[src/rau_pkg.sv]
// Shared types and constants for the rational arithmetic unit.
// No dependencies.
`timescale 1ns / 1ps
package rau_pkg;
  localparam logic [2:0] CMD_ADD = 3'd0;
  localparam logic [2:0] CMD_SUB = 3'd1;
  localparam logic [2:0] CMD_MUL = 3'd2;
  localparam logic [2:0] CMD_DIV = 3'd3;
  localparam logic [2:0] CMD_CMP = 3'd4;

  localparam logic [1:0] REL_LESS    = 2'd0;
  localparam logic [1:0] REL_EQUAL   = 2'd1;
  localparam logic [1:0] REL_GREATER = 2'd2;

  localparam int NUM_W = 33;
  localparam int DEN_W = 31;

  // Classified operation handed from front to back
  typedef struct packed {
    logic       err;      // invalid command or zero denominator
    logic       cmp;      // compare: relation only
    logic [1:0] rel;      // precomputed relation for compare
    logic       neg;      // sign of the result numerator
    logic [64:0] nmag;    // numerator magnitude
    logic [63:0] dmag;    // denominator magnitude
  } rau_op_t;
endpackage

[src/rau_front.sv]
// Front end: accepts items, forms cross products and sign, classifies.
// Depends on rau_pkg.
`timescale 1ns / 1ps
module rau_front #(
  parameter int DATA_WIDTH = 16
) (
  input  logic                   clk,
  input  logic                   rst_n,
  input  logic                   in_valid,
  output logic                   in_ready,
  input  logic [2:0]             cmd,
  input  logic [DATA_WIDTH-1:0]  n1_raw,
  input  logic [DATA_WIDTH-1:0]  d1_raw,
  input  logic [DATA_WIDTH-1:0]  n2_raw,
  input  logic [DATA_WIDTH-1:0]  d2_raw,
  output logic                   op_valid,
  input  logic                   op_ready,
  output rau_pkg::rau_op_t       op
);
  localparam int PW = 2 * DATA_WIDTH;

  typedef enum logic [1:0] {F_IDLE, F_MUL, F_SUM} fstate_t;

  fstate_t             state_r;
  logic [2:0]          cmd_r;
  logic [DATA_WIDTH-1:0] n1m_r, d1m_r, n2m_r, d2m_r;
  logic                n1s_r, d1s_r, n2s_r, d2s_r;
  logic [PW-1:0]       pa_r, pb_r, pd_r;
  logic                bad_r;
  rau_pkg::rau_op_t    op_r;
  logic                opv_r;

  function automatic logic [DATA_WIDTH-1:0] mag_of(input logic [DATA_WIDTH-1:0] x);
    mag_of = x[DATA_WIDTH-1] ? (~x + 1'b1) : x;
  endfunction

  logic [PW:0]  sum_w;
  logic         sneg_w;
  logic         ps_a, ps_b, ps_d;
  logic [64:0]  nm_w;
  logic [63:0]  dm_w;
  logic         nn_w, dn_w;

  assign in_ready = (state_r == F_IDLE);
  assign op_valid = opv_r;
  assign op       = op_r;

  always_comb begin
    // product signs
    ps_a = 1'b0;
    ps_b = 1'b0;
    ps_d = 1'b0;
    unique case (cmd_r)
      rau_pkg::CMD_MUL: begin
        ps_a = n1s_r ^ n2s_r;
        ps_d = d1s_r ^ d2s_r;
      end
      rau_pkg::CMD_DIV: begin
        ps_a = n1s_r ^ d2s_r;
        ps_d = d1s_r ^ n2s_r;
      end
      default: begin
        ps_a = n1s_r ^ d2s_r;
        ps_b = n2s_r ^ d1s_r;
        if (cmd_r != rau_pkg::CMD_ADD) ps_b = ~ps_b;
        ps_d = d1s_r ^ d2s_r;
      end
    endcase
    if (pa_r == '0) ps_a = 1'b0;
    if (pb_r == '0) ps_b = 1'b0;
    if (pd_r == '0) ps_d = 1'b0;
    // signed magnitude add of a and b
    if (ps_a == ps_b) begin
      sum_w  = {1'b0, pa_r} + {1'b0, pb_r};
      sneg_w = ps_a;
    end else if (pa_r >= pb_r) begin
      sum_w  = {1'b0, pa_r} - {1'b0, pb_r};
      sneg_w = ps_a;
    end else begin
      sum_w  = {1'b0, pb_r} - {1'b0, pa_r};
      sneg_w = ps_b;
    end
    if (sum_w == '0) sneg_w = 1'b0;
    nm_w = 65'(sum_w);
    dm_w = 64'(pd_r);
    dn_w = ps_d;
    nn_w = (sneg_w ^ dn_w) && (sum_w != '0);
  end

  always_ff @(posedge clk) begin
    if (!rst_n) begin
      state_r <= F_IDLE;
      opv_r   <= 1'b0;
    end else begin
      if (opv_r && op_ready && (state_r != F_SUM)) opv_r <= 1'b0;
      unique case (state_r)
        F_IDLE: begin
          if (in_valid) begin
            cmd_r <= cmd;
            n1m_r <= mag_of(n1_raw);  n1s_r <= n1_raw[DATA_WIDTH-1];
            d1m_r <= mag_of(d1_raw);  d1s_r <= d1_raw[DATA_WIDTH-1];
            n2m_r <= mag_of(n2_raw);  n2s_r <= n2_raw[DATA_WIDTH-1];
            d2m_r <= mag_of(d2_raw);  d2s_r <= d2_raw[DATA_WIDTH-1];
            bad_r <= (cmd > rau_pkg::CMD_CMP) || (d1_raw == '0) || (d2_raw == '0);
            state_r <= F_MUL;
          end
        end
        F_MUL: begin
          // one product per multiplier, registered
          unique case (cmd_r)
            rau_pkg::CMD_MUL: begin
              pa_r <= PW'(n1m_r) * PW'(n2m_r);
              pb_r <= '0;
              pd_r <= PW'(d1m_r) * PW'(d2m_r);
            end
            rau_pkg::CMD_DIV: begin
              pa_r <= PW'(n1m_r) * PW'(d2m_r);
              pb_r <= '0;
              pd_r <= PW'(d1m_r) * PW'(n2m_r);
            end
            default: begin
              pa_r <= PW'(n1m_r) * PW'(d2m_r);
              pb_r <= PW'(n2m_r) * PW'(d1m_r);
              pd_r <= PW'(d1m_r) * PW'(d2m_r);
            end
          endcase
          state_r <= F_SUM;
        end
        default: begin
          // wait for room in the queue register
          if (!opv_r || op_ready) begin
            op_r.err  <= bad_r || (pd_r == '0);
            op_r.cmp  <= (cmd_r == rau_pkg::CMD_CMP);
            op_r.rel  <= (sum_w == '0) ? rau_pkg::REL_EQUAL :
                         (sneg_w == (d1s_r ^ d2s_r)) ? rau_pkg::REL_GREATER :
                         rau_pkg::REL_LESS;
            op_r.neg  <= nn_w;
            op_r.nmag <= nm_w;
            op_r.dmag <= dm_w;
            opv_r     <= 1'b1;
            state_r   <= F_IDLE;
          end
        end
      endcase
    end
  end
endmodule

[src/rau_back.sv]
// Back end: Euclidean GCD by bit-serial remainder, then exact divisions.
// Depends on rau_pkg.
`timescale 1ns / 1ps
module rau_back (
  input  logic                         clk,
  input  logic                         rst_n,
  input  logic                         op_valid,
  output logic                         op_ready,
  input  rau_pkg::rau_op_t             op,
  output logic                         out_valid,
  input  logic                         out_ready,
  output logic [rau_pkg::NUM_W-1:0]    res_num,
  output logic [rau_pkg::DEN_W-1:0]    res_den,
  output logic [1:0]                   res_rel,
  output logic                         res_err
);
  localparam int W  = 65;
  localparam int CW = 7;

  typedef enum logic [2:0] {B_IDLE, B_GCD, B_DIVN, B_DIVD, B_OUT} bstate_t;

  bstate_t        state_r;
  logic [W-1:0]   u_r, v_r, nm_r, dm_r, q_r, rem_r, dvs_r, dvd_r;
  logic [CW-1:0]  cnt_r;
  logic           neg_r;
  logic           ov_r;
  logic [rau_pkg::NUM_W-1:0] rn_r;
  logic [rau_pkg::DEN_W-1:0] rd_r;
  logic [1:0]     rr_r;
  logic           re_r;

  // one restoring division step
  logic [W:0]     trial_w;
  logic [W-1:0]   rsh_w;
  assign rsh_w   = {rem_r[W-2:0], dvd_r[W-1]};
  assign trial_w = {1'b0, rsh_w} - {1'b0, dvs_r};

  assign op_ready  = (state_r == B_IDLE) && !ov_r;
  assign out_valid = ov_r;
  assign res_num   = rn_r;
  assign res_den   = rd_r;
  assign res_rel   = rr_r;
  assign res_err   = re_r;

  always_ff @(posedge clk) begin
    if (!rst_n) begin
      state_r <= B_IDLE;
      ov_r    <= 1'b0;
    end else begin
      if (ov_r && out_ready) ov_r <= 1'b0;
      unique case (state_r)
        B_IDLE: begin
          if (op_valid && !ov_r) begin
            if (op.err || op.cmp) begin
              rn_r <= '0;
              rd_r <= '0;
              rr_r <= op.err ? rau_pkg::REL_LESS : op.rel;
              re_r <= op.err;
              ov_r <= 1'b1;
            end else begin
              nm_r  <= op.nmag;
              dm_r  <= {1'b0, op.dmag};
              neg_r <= op.neg;
              u_r   <= op.nmag;
              v_r   <= {1'b0, op.dmag};
              dvd_r <= op.nmag;
              dvs_r <= {1'b0, op.dmag};
              rem_r <= '0;
              cnt_r <= '0;
              state_r <= B_GCD;
            end
          end
        end
        B_GCD: begin
          // remainder u % v, one bit a cycle
          if (v_r == '0) begin
            dvd_r   <= nm_r;
            dvs_r   <= u_r;
            rem_r   <= '0;
            q_r     <= '0;
            cnt_r   <= '0;
            state_r <= B_DIVN;
          end else if (cnt_r == CW'(W)) begin
            u_r   <= v_r;
            v_r   <= rem_r;
            dvd_r <= v_r;
            dvs_r <= rem_r;
            rem_r <= '0;
            cnt_r <= '0;
          end else begin
            dvd_r <= {dvd_r[W-2:0], 1'b0};
            rem_r <= trial_w[W] ? rsh_w : trial_w[W-1:0];
            cnt_r <= cnt_r + 1'b1;
          end
        end
        B_DIVN, B_DIVD: begin
          // quotient by the gcd, one bit a cycle
          if (cnt_r == CW'(W)) begin
            if (state_r == B_DIVN) begin
              nm_r    <= q_r;
              dvd_r   <= dm_r;
              rem_r   <= '0;
              q_r     <= '0;
              cnt_r   <= '0;
              state_r <= B_DIVD;
            end else begin
              dm_r    <= q_r;
              state_r <= B_OUT;
            end
          end else begin
            dvd_r <= {dvd_r[W-2:0], 1'b0};
            rem_r <= trial_w[W] ? rsh_w : trial_w[W-1:0];
            q_r   <= {q_r[W-2:0], ~trial_w[W]};
            cnt_r <= cnt_r + 1'b1;
          end
        end
        default: begin
          if (!ov_r) begin
            rn_r <= neg_r ? rau_pkg::NUM_W'(~nm_r + 1'b1) : nm_r[rau_pkg::NUM_W-1:0];
            rd_r <= dm_r[rau_pkg::DEN_W-1:0];
            rr_r <= rau_pkg::REL_LESS;
            re_r <= 1'b0;
            ov_r <= 1'b1;
            state_r <= B_IDLE;
          end
        end
      endcase
    end
  end
endmodule

[src/rational_arithmetic_unit_core.sv]
// Rational arithmetic unit: fraction add/sub/mul/div/compare with GCD reduction.
// Compare and error items skip the GCD; arithmetic items run Euclid remainder steps
// on a 65-bit bit-serial unit, then exact divisions. The front end takes a new item
// only when idle; arithmetic items pass one at a time through the back end's shared
// divider.
// Reset: synchronous active-low rst_n clears all handshake and state control.
`timescale 1ns / 1ps
module rational_arithmetic_unit_core #(
  parameter int DATA_WIDTH = 16
) (
  input  logic        clk,
  input  logic        rst_n,
  input  logic        in_tvalid,
  output logic        in_tready,
  // command[2:0], first_num[18:3], first_den[34:19], second_num[50:35],
  // second_den[66:51], zero fill to 72
  input  logic [71:0] in_tdata,
  output logic        out_tvalid,
  input  logic        out_tready,
  // result_num[32:0], result_den[63:33], relation[65:64], error[66], zero fill
  output logic [71:0] out_tdata
);
  logic             opv, opr;
  rau_pkg::rau_op_t op;
  logic [rau_pkg::NUM_W-1:0] rn;
  logic [rau_pkg::DEN_W-1:0] rd;
  logic [1:0]       rr;
  logic             re;

  // fraction fields are 16 bits wide; read them as DATA_WIDTH-bit values
  rau_front #(.DATA_WIDTH(DATA_WIDTH)) u_front (
    .clk, .rst_n,
    .in_valid (in_tvalid),
    .in_ready (in_tready),
    .cmd      (in_tdata[2:0]),
    .n1_raw   (DATA_WIDTH'(in_tdata[18:3])),
    .d1_raw   (DATA_WIDTH'(in_tdata[34:19])),
    .n2_raw   (DATA_WIDTH'(in_tdata[50:35])),
    .d2_raw   (DATA_WIDTH'(in_tdata[66:51])),
    .op_valid (opv),
    .op_ready (opr),
    .op       (op)
  );

  rau_back u_back (
    .clk, .rst_n,
    .op_valid  (opv),
    .op_ready  (opr),
    .op        (op),
    .out_valid (out_tvalid),
    .out_ready (out_tready),
    .res_num   (rn),
    .res_den   (rd),
    .res_rel   (rr),
    .res_err   (re)
  );

  assign out_tdata = {5'd0, re, rr, rd, rn};
endmodule
[config.mk]
export PLATFORM = sky130hd
export DESIGN_NAME = rational_arithmetic_unit_core
export DESIGN_NICKNAME = d
export VERILOG_FILES = /design/src/rau_pkg.sv /design/src/rau_front.sv /design/src/rau_back.sv /design/src/rational_arithmetic_unit_core.sv
export SDC_FILE = /design/constraint.sdc
export NUM_CORES = 2
export LEC_CHECK = 0
export BUFFER_PORTS_ARGS = -buffer_cell sky130_fd_sc_hd__buf_2
export CELL_PAD_IN_SITES_DETAIL_PLACEMENT = 1
export CELL_PAD_IN_SITES_GLOBAL_PLACEMENT = 2
export CORE_MARGIN = 4
export CORE_UTILIZATION = 40
export DETAILED_ROUTE_END_ITERATION = 6
export PLACE_DENSITY_LB_ADDON = 0.1
export SYNTH_ARGS = -nofsm -noshare
export SYNTH_HDL_FRONTEND = slang
export SYNTH_SLANG_ARGS = --single-unit
[constraint.sdc]
create_clock -name clk -period 13.7 [get_ports clk]
set_clock_uncertainty 0.2 [all_clocks]
set_input_delay 0.685 -clock clk [delete_from_list [all_inputs] [get_ports clk]]
set_output_delay 0.685 -clock clk [all_outputs]
set_load 0.02 [all_outputs]
## Yosys cells after proc, flatten, opt, wreduce, memory -nomap -nowiden

Index checks and enable logic that the tools add are counted.

| cells by class | value |
|---|---|
| add/sub/neg operators | 10 |
| multiply operators | 4 |
| divide/modulo/power cells | 0 |
| $lt $le $gt $ge | 2 |
| equal/unequal tests | 25 |
| shifts and indexed selects | 0 |
| muxes and demuxes | 96 |
| bitwise gates (word level) | 15 |
| reduce and logical (&&, ||, !) cells | 46 |

Operators by type and width:

| kind | number |
|---|---|
| two-way mux 65 bit | 26 |
| one-hot mux 65 bit (2 select lines) | 6 |
| one-hot mux 65 bit (3 select lines) | 2 |
| two-way mux 33 bit | 6 |
| multiplier 16 x 16 -> 32 bit | 4 |
| zero test 32 bit | 3 |
| two-way mux 31 bit | 3 |
| one-hot mux 33 bit (2 select lines) | 1 |
| subtractor 32 x 32 -> 33 bit | 2 |
| subtractor 65 x 65 -> 66 bit | 1 |
| zero test 65 bit | 1 |
| adder 16 x 1 -> 16 bit, second input constant | 4 |
| two-way mux 32 bit | 2 |
| inverter 16 bit | 4 |
| one-hot mux 31 bit (2 select lines) | 1 |
| two-way mux 15 bit | 4 |
| two-way mux 7 bit | 6 |
| adder 32 x 32 -> 33 bit | 1 |
| adder 33 x 1 -> 33 bit, second input constant | 1 |
| zero test 33 bit | 1 |
| inverter 33 bit | 1 |
| nonzero test 33 bit | 1 |
| >= comparator 32 bit | 1 |
| zero test 16 bit | 2 |
| other kinds (36) | 114 |

| word-level totals | value |
|---|---|
| register bits | 840 |
| latch bits | 0 |
| memory bits (writable) | 0 |
| bits in read-only memories | 0 |
| input bits | 76 |
| output and inout bits | 74 |
| word-level logic and storage cells | 239 |
| memories | 0 |

## Logic depth before layout (Yosys ltp)

| depth | value |
|---|---|
| depth after elaboration | 11 |
| gate-level depth with buffers | 27 |
| mapped depth without buffers | 26 |

## By module

Synthesis repeated with hierarchy kept, for this count alone.

| unflattened totals | value |
|---|---|
| cells, all modules | 8779 |
| area total of the unflattened synthesis | 81354.3 sq um |

By module, submodules not included:

| module | instances | cells an instance | area an instance (sq um) | seq. area each (sq um) |
|---|---|---|---|---|
| rau_front | 1 | 5454 | 49498.7 | 7206.9 |
| rau_back | 1 | 3318 | 31806.8 | 17947.2 |
| rational_arithmetic_unit_core | 1 | 7 | 48.8 | 0.0 |

## Least setup slack after synthesis

No wires, ideal clock.

| timing | value |
|---|---|
| path type | register to register |
| start | register u_back.v_r[12] |
| end | register u_back.u_r[0] (enable) |
| setup time | 778 ps |
| arrival time | 10348 ps |
| required time | 12722 ps |
| slack | 2374 ps |
| cell stages (with the launch flop) | 9 |
| path buffers | 2 |
| clock period less this slack | 11326 ps |
| path through | edfxtp_1 nor4_1 nand4_1 nor2_1 nand3_1 clkbuf_1 clkbuf_1 a21oi_1 nor3_1 |

| on the way | value |
|---|---|
| word-level cells in the longest chain between the ends | 3 |

RTL lines:

| what | line | RTL |
|---|---|---|
| from (decl) | rau_back.sv:23 | `logic [W-1:0] u_r, v_r, nm_r, dm_r, q_r, rem_r, dvs_r, dvd_r;` |
| from (signal assigned) | rau_back.sv:65 | `v_r <= {1'b0, op.dmag};` |
| from (signal assigned) | rau_back.sv:85 | `v_r <= rem_r;` |
| zero test 65 bit | rau_back.sv:76 | `if (v_r == '0) begin` |
| inequality test 2 bit (no line) | n/a |  |
| AND reduction 6 bit (no line) | n/a |  |
| to (signal assigned) | rau_back.sv:64 | `u_r <= op.nmag;` |
| to (signal assigned) | rau_back.sv:84 | `u_r <= v_r;` |
| to (decl) | rau_back.sv:23 |  |

No other way between the ends.
A chain may end at the register's enable or synchronous reset.

## Worst setup path in the final report

| timing | value |
|---|---|
| start | register u_front.n1m_r[6] |
| end | register u_front.pa_r[31], data pin |

| on the way | value |
|---|---|
| word-level cells in the longest chain between the ends | 2 |
| elaborated cells on any way between the ends | 3 |
| those cells by class | 2 x mul; 1 x mux |

RTL lines:

| what | line | RTL |
|---|---|---|
| from (decl) | rau_front.sv:26 | `logic [DATA_WIDTH-1:0] n1m_r, d1m_r, n2m_r, d2m_r;` |
| from (signal assigned) | rau_front.sv:100 | `n1m_r <= mag_of(n1_raw); n1s_r <= n1_raw[DATA_WIDTH-1];` |
| multiplier 16 x 16 -> 32 bit, on equally long branches | rau_front.sv:117, rau_front.sv:122, rau_front.sv:112 |  |
| two-way mux 32 bit (*) | n/a |  |
| to (signal assigned) | rau_front.sv:112 | `pa_r <= PW'(n1m_r) * PW'(n2m_r);` |
| to (signal assigned) | rau_front.sv:117 | `pa_r <= PW'(n1m_r) * PW'(d2m_r);` |
| to (signal assigned) | rau_front.sv:122 | `pa_r <= PW'(n1m_r) * PW'(d2m_r);` |
| to (decl) | rau_front.sv:28 | `logic [PW-1:0] pa_r, pb_r, pd_r;` |

Mark *: on every way between the ends. The rest lies on a longest branch, timed or not.

==> results_dict.tcl <==
set metrics [dict create \
    synth_top_area_share_pct 32.1 \
    synthesis.yosys.warnings 0 \
    cpMaxStageDelayCell "sky130_fd_sc_hd__edfxtp_1" \
    count_of_different_cell_masters_after_synthesis 87 \
    die_x_um 449 \
    drc_errors 0 \
    min_period_over_period_pct 63.7 \
    startpoint_type "flop" \
    die_h_um 449 \
    clock-sinks 840 \
    drv_cap 0 \
    vias_after_detailed_routing 57300 \
    syn_area_um2 77900 \
    ys_async_sr_fraction_pct 0 \
    ir_drop_v 0.000219 \
    worst_slew_pin_slew_ns 1.09 \
    global_route.overflow_total 0 \
    timing.fmax_ghz 0.115 \
    io_pins 150 \
    grt_pass1_wl_um 381000 \
    synth.yosys.seq_area_share_pct 32.3 \
    drive_above_1_share_pct 5.77 \
    cp_delay_by_family_top "adder cells" \
    critPathArrivalTime_ns 8.97 \
    num-nets-final 9470 \
    grtUsageTotal_pct 24.3 \
    final-hold-violation-count 0 \
    path_max_fanout 23 \
    setup_viol 0 \
    worst-path-buf-inv 6 \
    flow.area_growth_from_synthesis_pct 8.75 \
    power_leakage_nw 37.8 \
    gpl.final_weighted_congestion 0.849 \
    critPathCaptureType "flop" \
    power.density_cell_area_nw_per_um2 253 \
    fillers 21700 \
    row_count 161 \
    largest_net_degree_at_the_start_of_global_routing 131 \
    leading_register_cell_type_out_of_synthesis "sky130_fd_sc_hd__edfxtp_1" \
    cts.hold.buffers_added 16 \
    cts_max_level 3 \
    fin_tns_setup_ns 0 \
    area.sequential_um2 25200 \
    routed_via_density 5.38 \
    synth_edf_count 833 \
    cts.clk_slew.worst_paths_ns 0.06 \
    floorplan.die_area_um2 202000 \
    dpl.hpwl_um 180000 \
    final_antenna_net_count 0 \
    finalNonFillerCells 10600 \
    detail_route.wl_per_cell_um 22.9 \
    floorplan.core_area_um2 193000 \
    clk_path_buf_depth 3 \
    cts-root-buf "sky130_fd_sc_hd__clkbuf_16" \
    area_of_the_multi_input_gates_um2 47100 \
    critPathKind "flop to flop" \
    number_of_instances_in_the_synthesized_netlist 8077 \
    tritoncts "done" \
    drt_wl_total_um 244000 \
    required_ns 13.94 \
    detailedRoute.firstIterationViolations 2702 \
    port_buffers 139 \
    antenna_found_initial 21 \
    fin_worst_hold_slack_ns 0.0677 \
    tritoncts.num_buffers 100 \
    critical-path-top-cell-by-count "sky130_fd_sc_hd__fa_1" \
    synth_top_cells_by_area "sky130_fd_sc_hd__edfxtp_1, sky130_fd_sc_hd__fa_1, sky130_fd_sc_hd__ha_1" \
    maxSlewViolCount 0 \
    ctsResizeCount 0 \
    syn-mean-instance-area_um2 9.65 \
    ys_seq_elements 840 \
    floorplan.initialDensity_pct 40.3 \
    holdCritPathClass "input port to flop" \
    dp_cells 10400 \
    max_slew_margin_pct 26.5 \
    firstDrtPassIters 5 \
    number_of_global_route_vias_before_repair 63000 \
    clkLatencyLatePin_ns 0.77 \
    grt_setup_unrepaired "false" \
    synth_top_cell_by_area "sky130_fd_sc_hd__edfxtp_1" \
    period_minus_slack_ns 8.73 \
    post_cts_setup_repair_bufs 0 \
    cpPeakStageDelay_ns 0.67 \
    outcome "finished clean" \
]
==> registers in the layout (all words and copies together), names as in the netlist, 2 cells and up <==
| name | flops |
|---|---|
| u_back.rem_r | 65 |
| u_back.state_r | 3 |
| u_front.d2m_r | 16 |
| u_back.q_r | 65 |
| u_front.cmd_r | 3 |
| u_front.pa_r | 32 |
| u_front.state_r | 2 |
| u_back.dm_r | 65 |
| u_front.pd_r | 32 |
| u_back.nm_r | 65 |
| u_front.op | 70 |
| u_back.v_r | 65 |
| u_back.res_den | 31 |
| u_front.d1m_r | 16 |
| u_front.n1m_r | 16 |
| u_back.dvd_r | 65 |
| u_back.cnt_r | 7 |
| u_front.pb_r | 32 |
| u_back.u_r | 65 |
| u_back.dvs_r | 65 |
| u_back.res_num | 33 |
| u_front.n2m_r | 16 |
| u_back.res_rel | 2 |
==> layer usage <==
metal | wire [µm] | global-route usage [%] | part of all wire (%)
met2 | 122000 | 42.9 | 50
met1 | 108000 | 32.0 | 44
met5 | 32 | 0 | 0.013
met3 | 7940 | 2.37 | 3.3
met4 | 6340 | 6.00 | 2.6
==> cells in the final DEF, fill, tap and decap left out, types with 39 or more instances in the layout <==
master,instances
sky130_fd_sc_hd__nand2_1,1286
sky130_fd_sc_hd__inv_1,1123
sky130_fd_sc_hd__edfxtp_1,833
sky130_fd_sc_hd__fa_1,780
sky130_fd_sc_hd__and2_1,649
sky130_fd_sc_hd__ha_1,584
sky130_fd_sc_hd__nor2_1,381
sky130_fd_sc_hd__a21oi_1,377
sky130_fd_sc_hd__o21ai_0,287
sky130_fd_sc_hd__xnor2_1,187
sky130_fd_sc_hd__buf_2,139
sky130_fd_sc_hd__buf_4,110
sky130_fd_sc_hd__a21o_1,106
sky130_fd_sc_hd__xor2_1,101
sky130_fd_sc_hd__clkbuf_16,101
sky130_fd_sc_hd__nand3_1,90
sky130_fd_sc_hd__mux2i_1,76
sky130_fd_sc_hd__nor3_1,57
sky130_fd_sc_hd__nor4_1,49
sky130_fd_sc_hd__o21bai_1,46
sky130_fd_sc_hd__o21a_1,43
sky130_fd_sc_hd__o31ai_1,43
sky130_fd_sc_hd__a211oi_1,42
sky130_fd_sc_hd__nor2b_1,41
sky130_fd_sc_hd__nand2b_1,39
sky130_fd_sc_hd__a221o_1,39
==> worst reg2reg max path, cell delays in order (launching register included) <==
cell                       delay (ns)
sky130_fd_sc_hd__edfxtp_1        0.67
sky130_fd_sc_hd__buf_4           0.43
sky130_fd_sc_hd__nand2_1         0.17
sky130_fd_sc_hd__fa_1            0.53
sky130_fd_sc_hd__inv_1           0.05
sky130_fd_sc_hd__fa_1            0.49
sky130_fd_sc_hd__inv_1           0.06
sky130_fd_sc_hd__fa_1            0.54
sky130_fd_sc_hd__inv_1           0.05
sky130_fd_sc_hd__fa_1            0.48
sky130_fd_sc_hd__fa_1            0.51
sky130_fd_sc_hd__inv_1           0.05
sky130_fd_sc_hd__fa_1            0.47
sky130_fd_sc_hd__inv_1           0.04
sky130_fd_sc_hd__ha_1            0.34
sky130_fd_sc_hd__a21oi_1         0.28
sky130_fd_sc_hd__nand2b_1        0.11
sky130_fd_sc_hd__a211oi_1        0.51
sky130_fd_sc_hd__o21ai_0         0.28
sky130_fd_sc_hd__o21ai_0         0.49
sky130_fd_sc_hd__a311oi_1        0.27
sky130_fd_sc_hd__o41ai_1         0.48
sky130_fd_sc_hd__nand2b_1        0.10
sky130_fd_sc_hd__a21oi_1         0.18
sky130_fd_sc_hd__xnor2_1         0.08
sky130_fd_sc_hd__mux2i_1         0.52
==> path summary, 6_finish.rpt <==
check | endpoint | slack [ns] | cells after the start | start
max | u_front.pa_r[31] | 4.97 | 25 | u_front.n1m_r[6]
max reg2reg | u_front.pa_r[31] | 4.97 | 25 | u_front.n1m_r[6]
min reg2reg | u_back.neg_r | 0.22 | 0 | u_front.op[129]
min | u_front.n1m_r[6] | 0.07 | 2 | in_tdata[9]
==> cell type report <==
class | instances | share of cell area, %
timing repair buffer | 267 | 2.03
clock inverter | 66 | 0.879
clock buffer | 119 | 3.06
tap | 2526 | 3.73
multi-input combinational | 5698 | 55.6
inverter | 1123 | 4.97
antenna | 4 | 0.0118
sequential | 840 | 29.7
==> where the power goes <==
group | total [mW] | internal, mW | switching [mW]
clock network | 2.74 | 1.56 | 1.18
logic | 14.3 | 5.29 | 9.00
registers | 4.42 | 3.99 | 0.426
total | 21.4 | 10.8 | 10.6
==> cells by family (layout without fill, tap and decap cells) <==
| group | after synthesis | count (layout) | synth area share [%] |
|---|---|---|---|
| flip-flops | 840 | 840 | 32.3 |
| AND/OR/NAND/NOR | 2766 | 2766 | 16.8 |
| other | 1 | 9 | 0.00481 |
| adder cells (fa/ha/maj) | 1364 | 1364 | 29.4 |
| buffers and inverters | 1543 | 1575 | 7.49 |
| XOR/XNOR | 288 | 288 | 3.24 |
| multiplexers | 85 | 85 | 1.12 |
| AO/OA/AOI/OAI | 1190 | 1190 | 9.69 |
==> per-stage QoR <==
step | utilization, % | power [mW] | setup WS [ns] | cell area [µm²]
finish | 43.9 | 21.4 | 4.97 | 84700
global route | 43.9 | 23.5 | 4.62 | 84700
detailed placement | 42.0 | 18.8 | 5.08 | 81200
floorplan | - | 14.3 | 2.37 | 77900
CTS | 43.9 | 21.7 | 5.06 | 84700
global placement | 42.0 | 18.5 | 5.17 | 81200
==> cell usage after synthesis, types with 27 or more instances <==
cell	count
sky130_fd_sc_hd__nand2_1	1287
sky130_fd_sc_hd__inv_1	1123
sky130_fd_sc_hd__edfxtp_1	833
sky130_fd_sc_hd__fa_1	780
sky130_fd_sc_hd__and2_1	649
sky130_fd_sc_hd__ha_1	584
sky130_fd_sc_hd__nor2_1	387
sky130_fd_sc_hd__a21oi_1	377
sky130_fd_sc_hd__clkbuf_1	368
sky130_fd_sc_hd__o21ai_0	287
sky130_fd_sc_hd__xnor2_1	187
sky130_fd_sc_hd__a21o_1	106
sky130_fd_sc_hd__xor2_1	101
sky130_fd_sc_hd__nand3_1	91
sky130_fd_sc_hd__mux2i_1	76
sky130_fd_sc_hd__nor3_1	60
sky130_fd_sc_hd__nor4_1	49
sky130_fd_sc_hd__o21bai_1	46
sky130_fd_sc_hd__nor2b_1	45
sky130_fd_sc_hd__a211oi_1	43
sky130_fd_sc_hd__o21a_1	43
sky130_fd_sc_hd__o31ai_1	43
sky130_fd_sc_hd__nand2b_1	42
sky130_fd_sc_hd__a221o_1	39
sky130_fd_sc_hd__a31oi_1	39
sky130_fd_sc_hd__nand4_1	34
sky130_fd_sc_hd__buf_1	29
sky130_fd_sc_hd__and3_1	27
(Power assumes the default switching activity.)
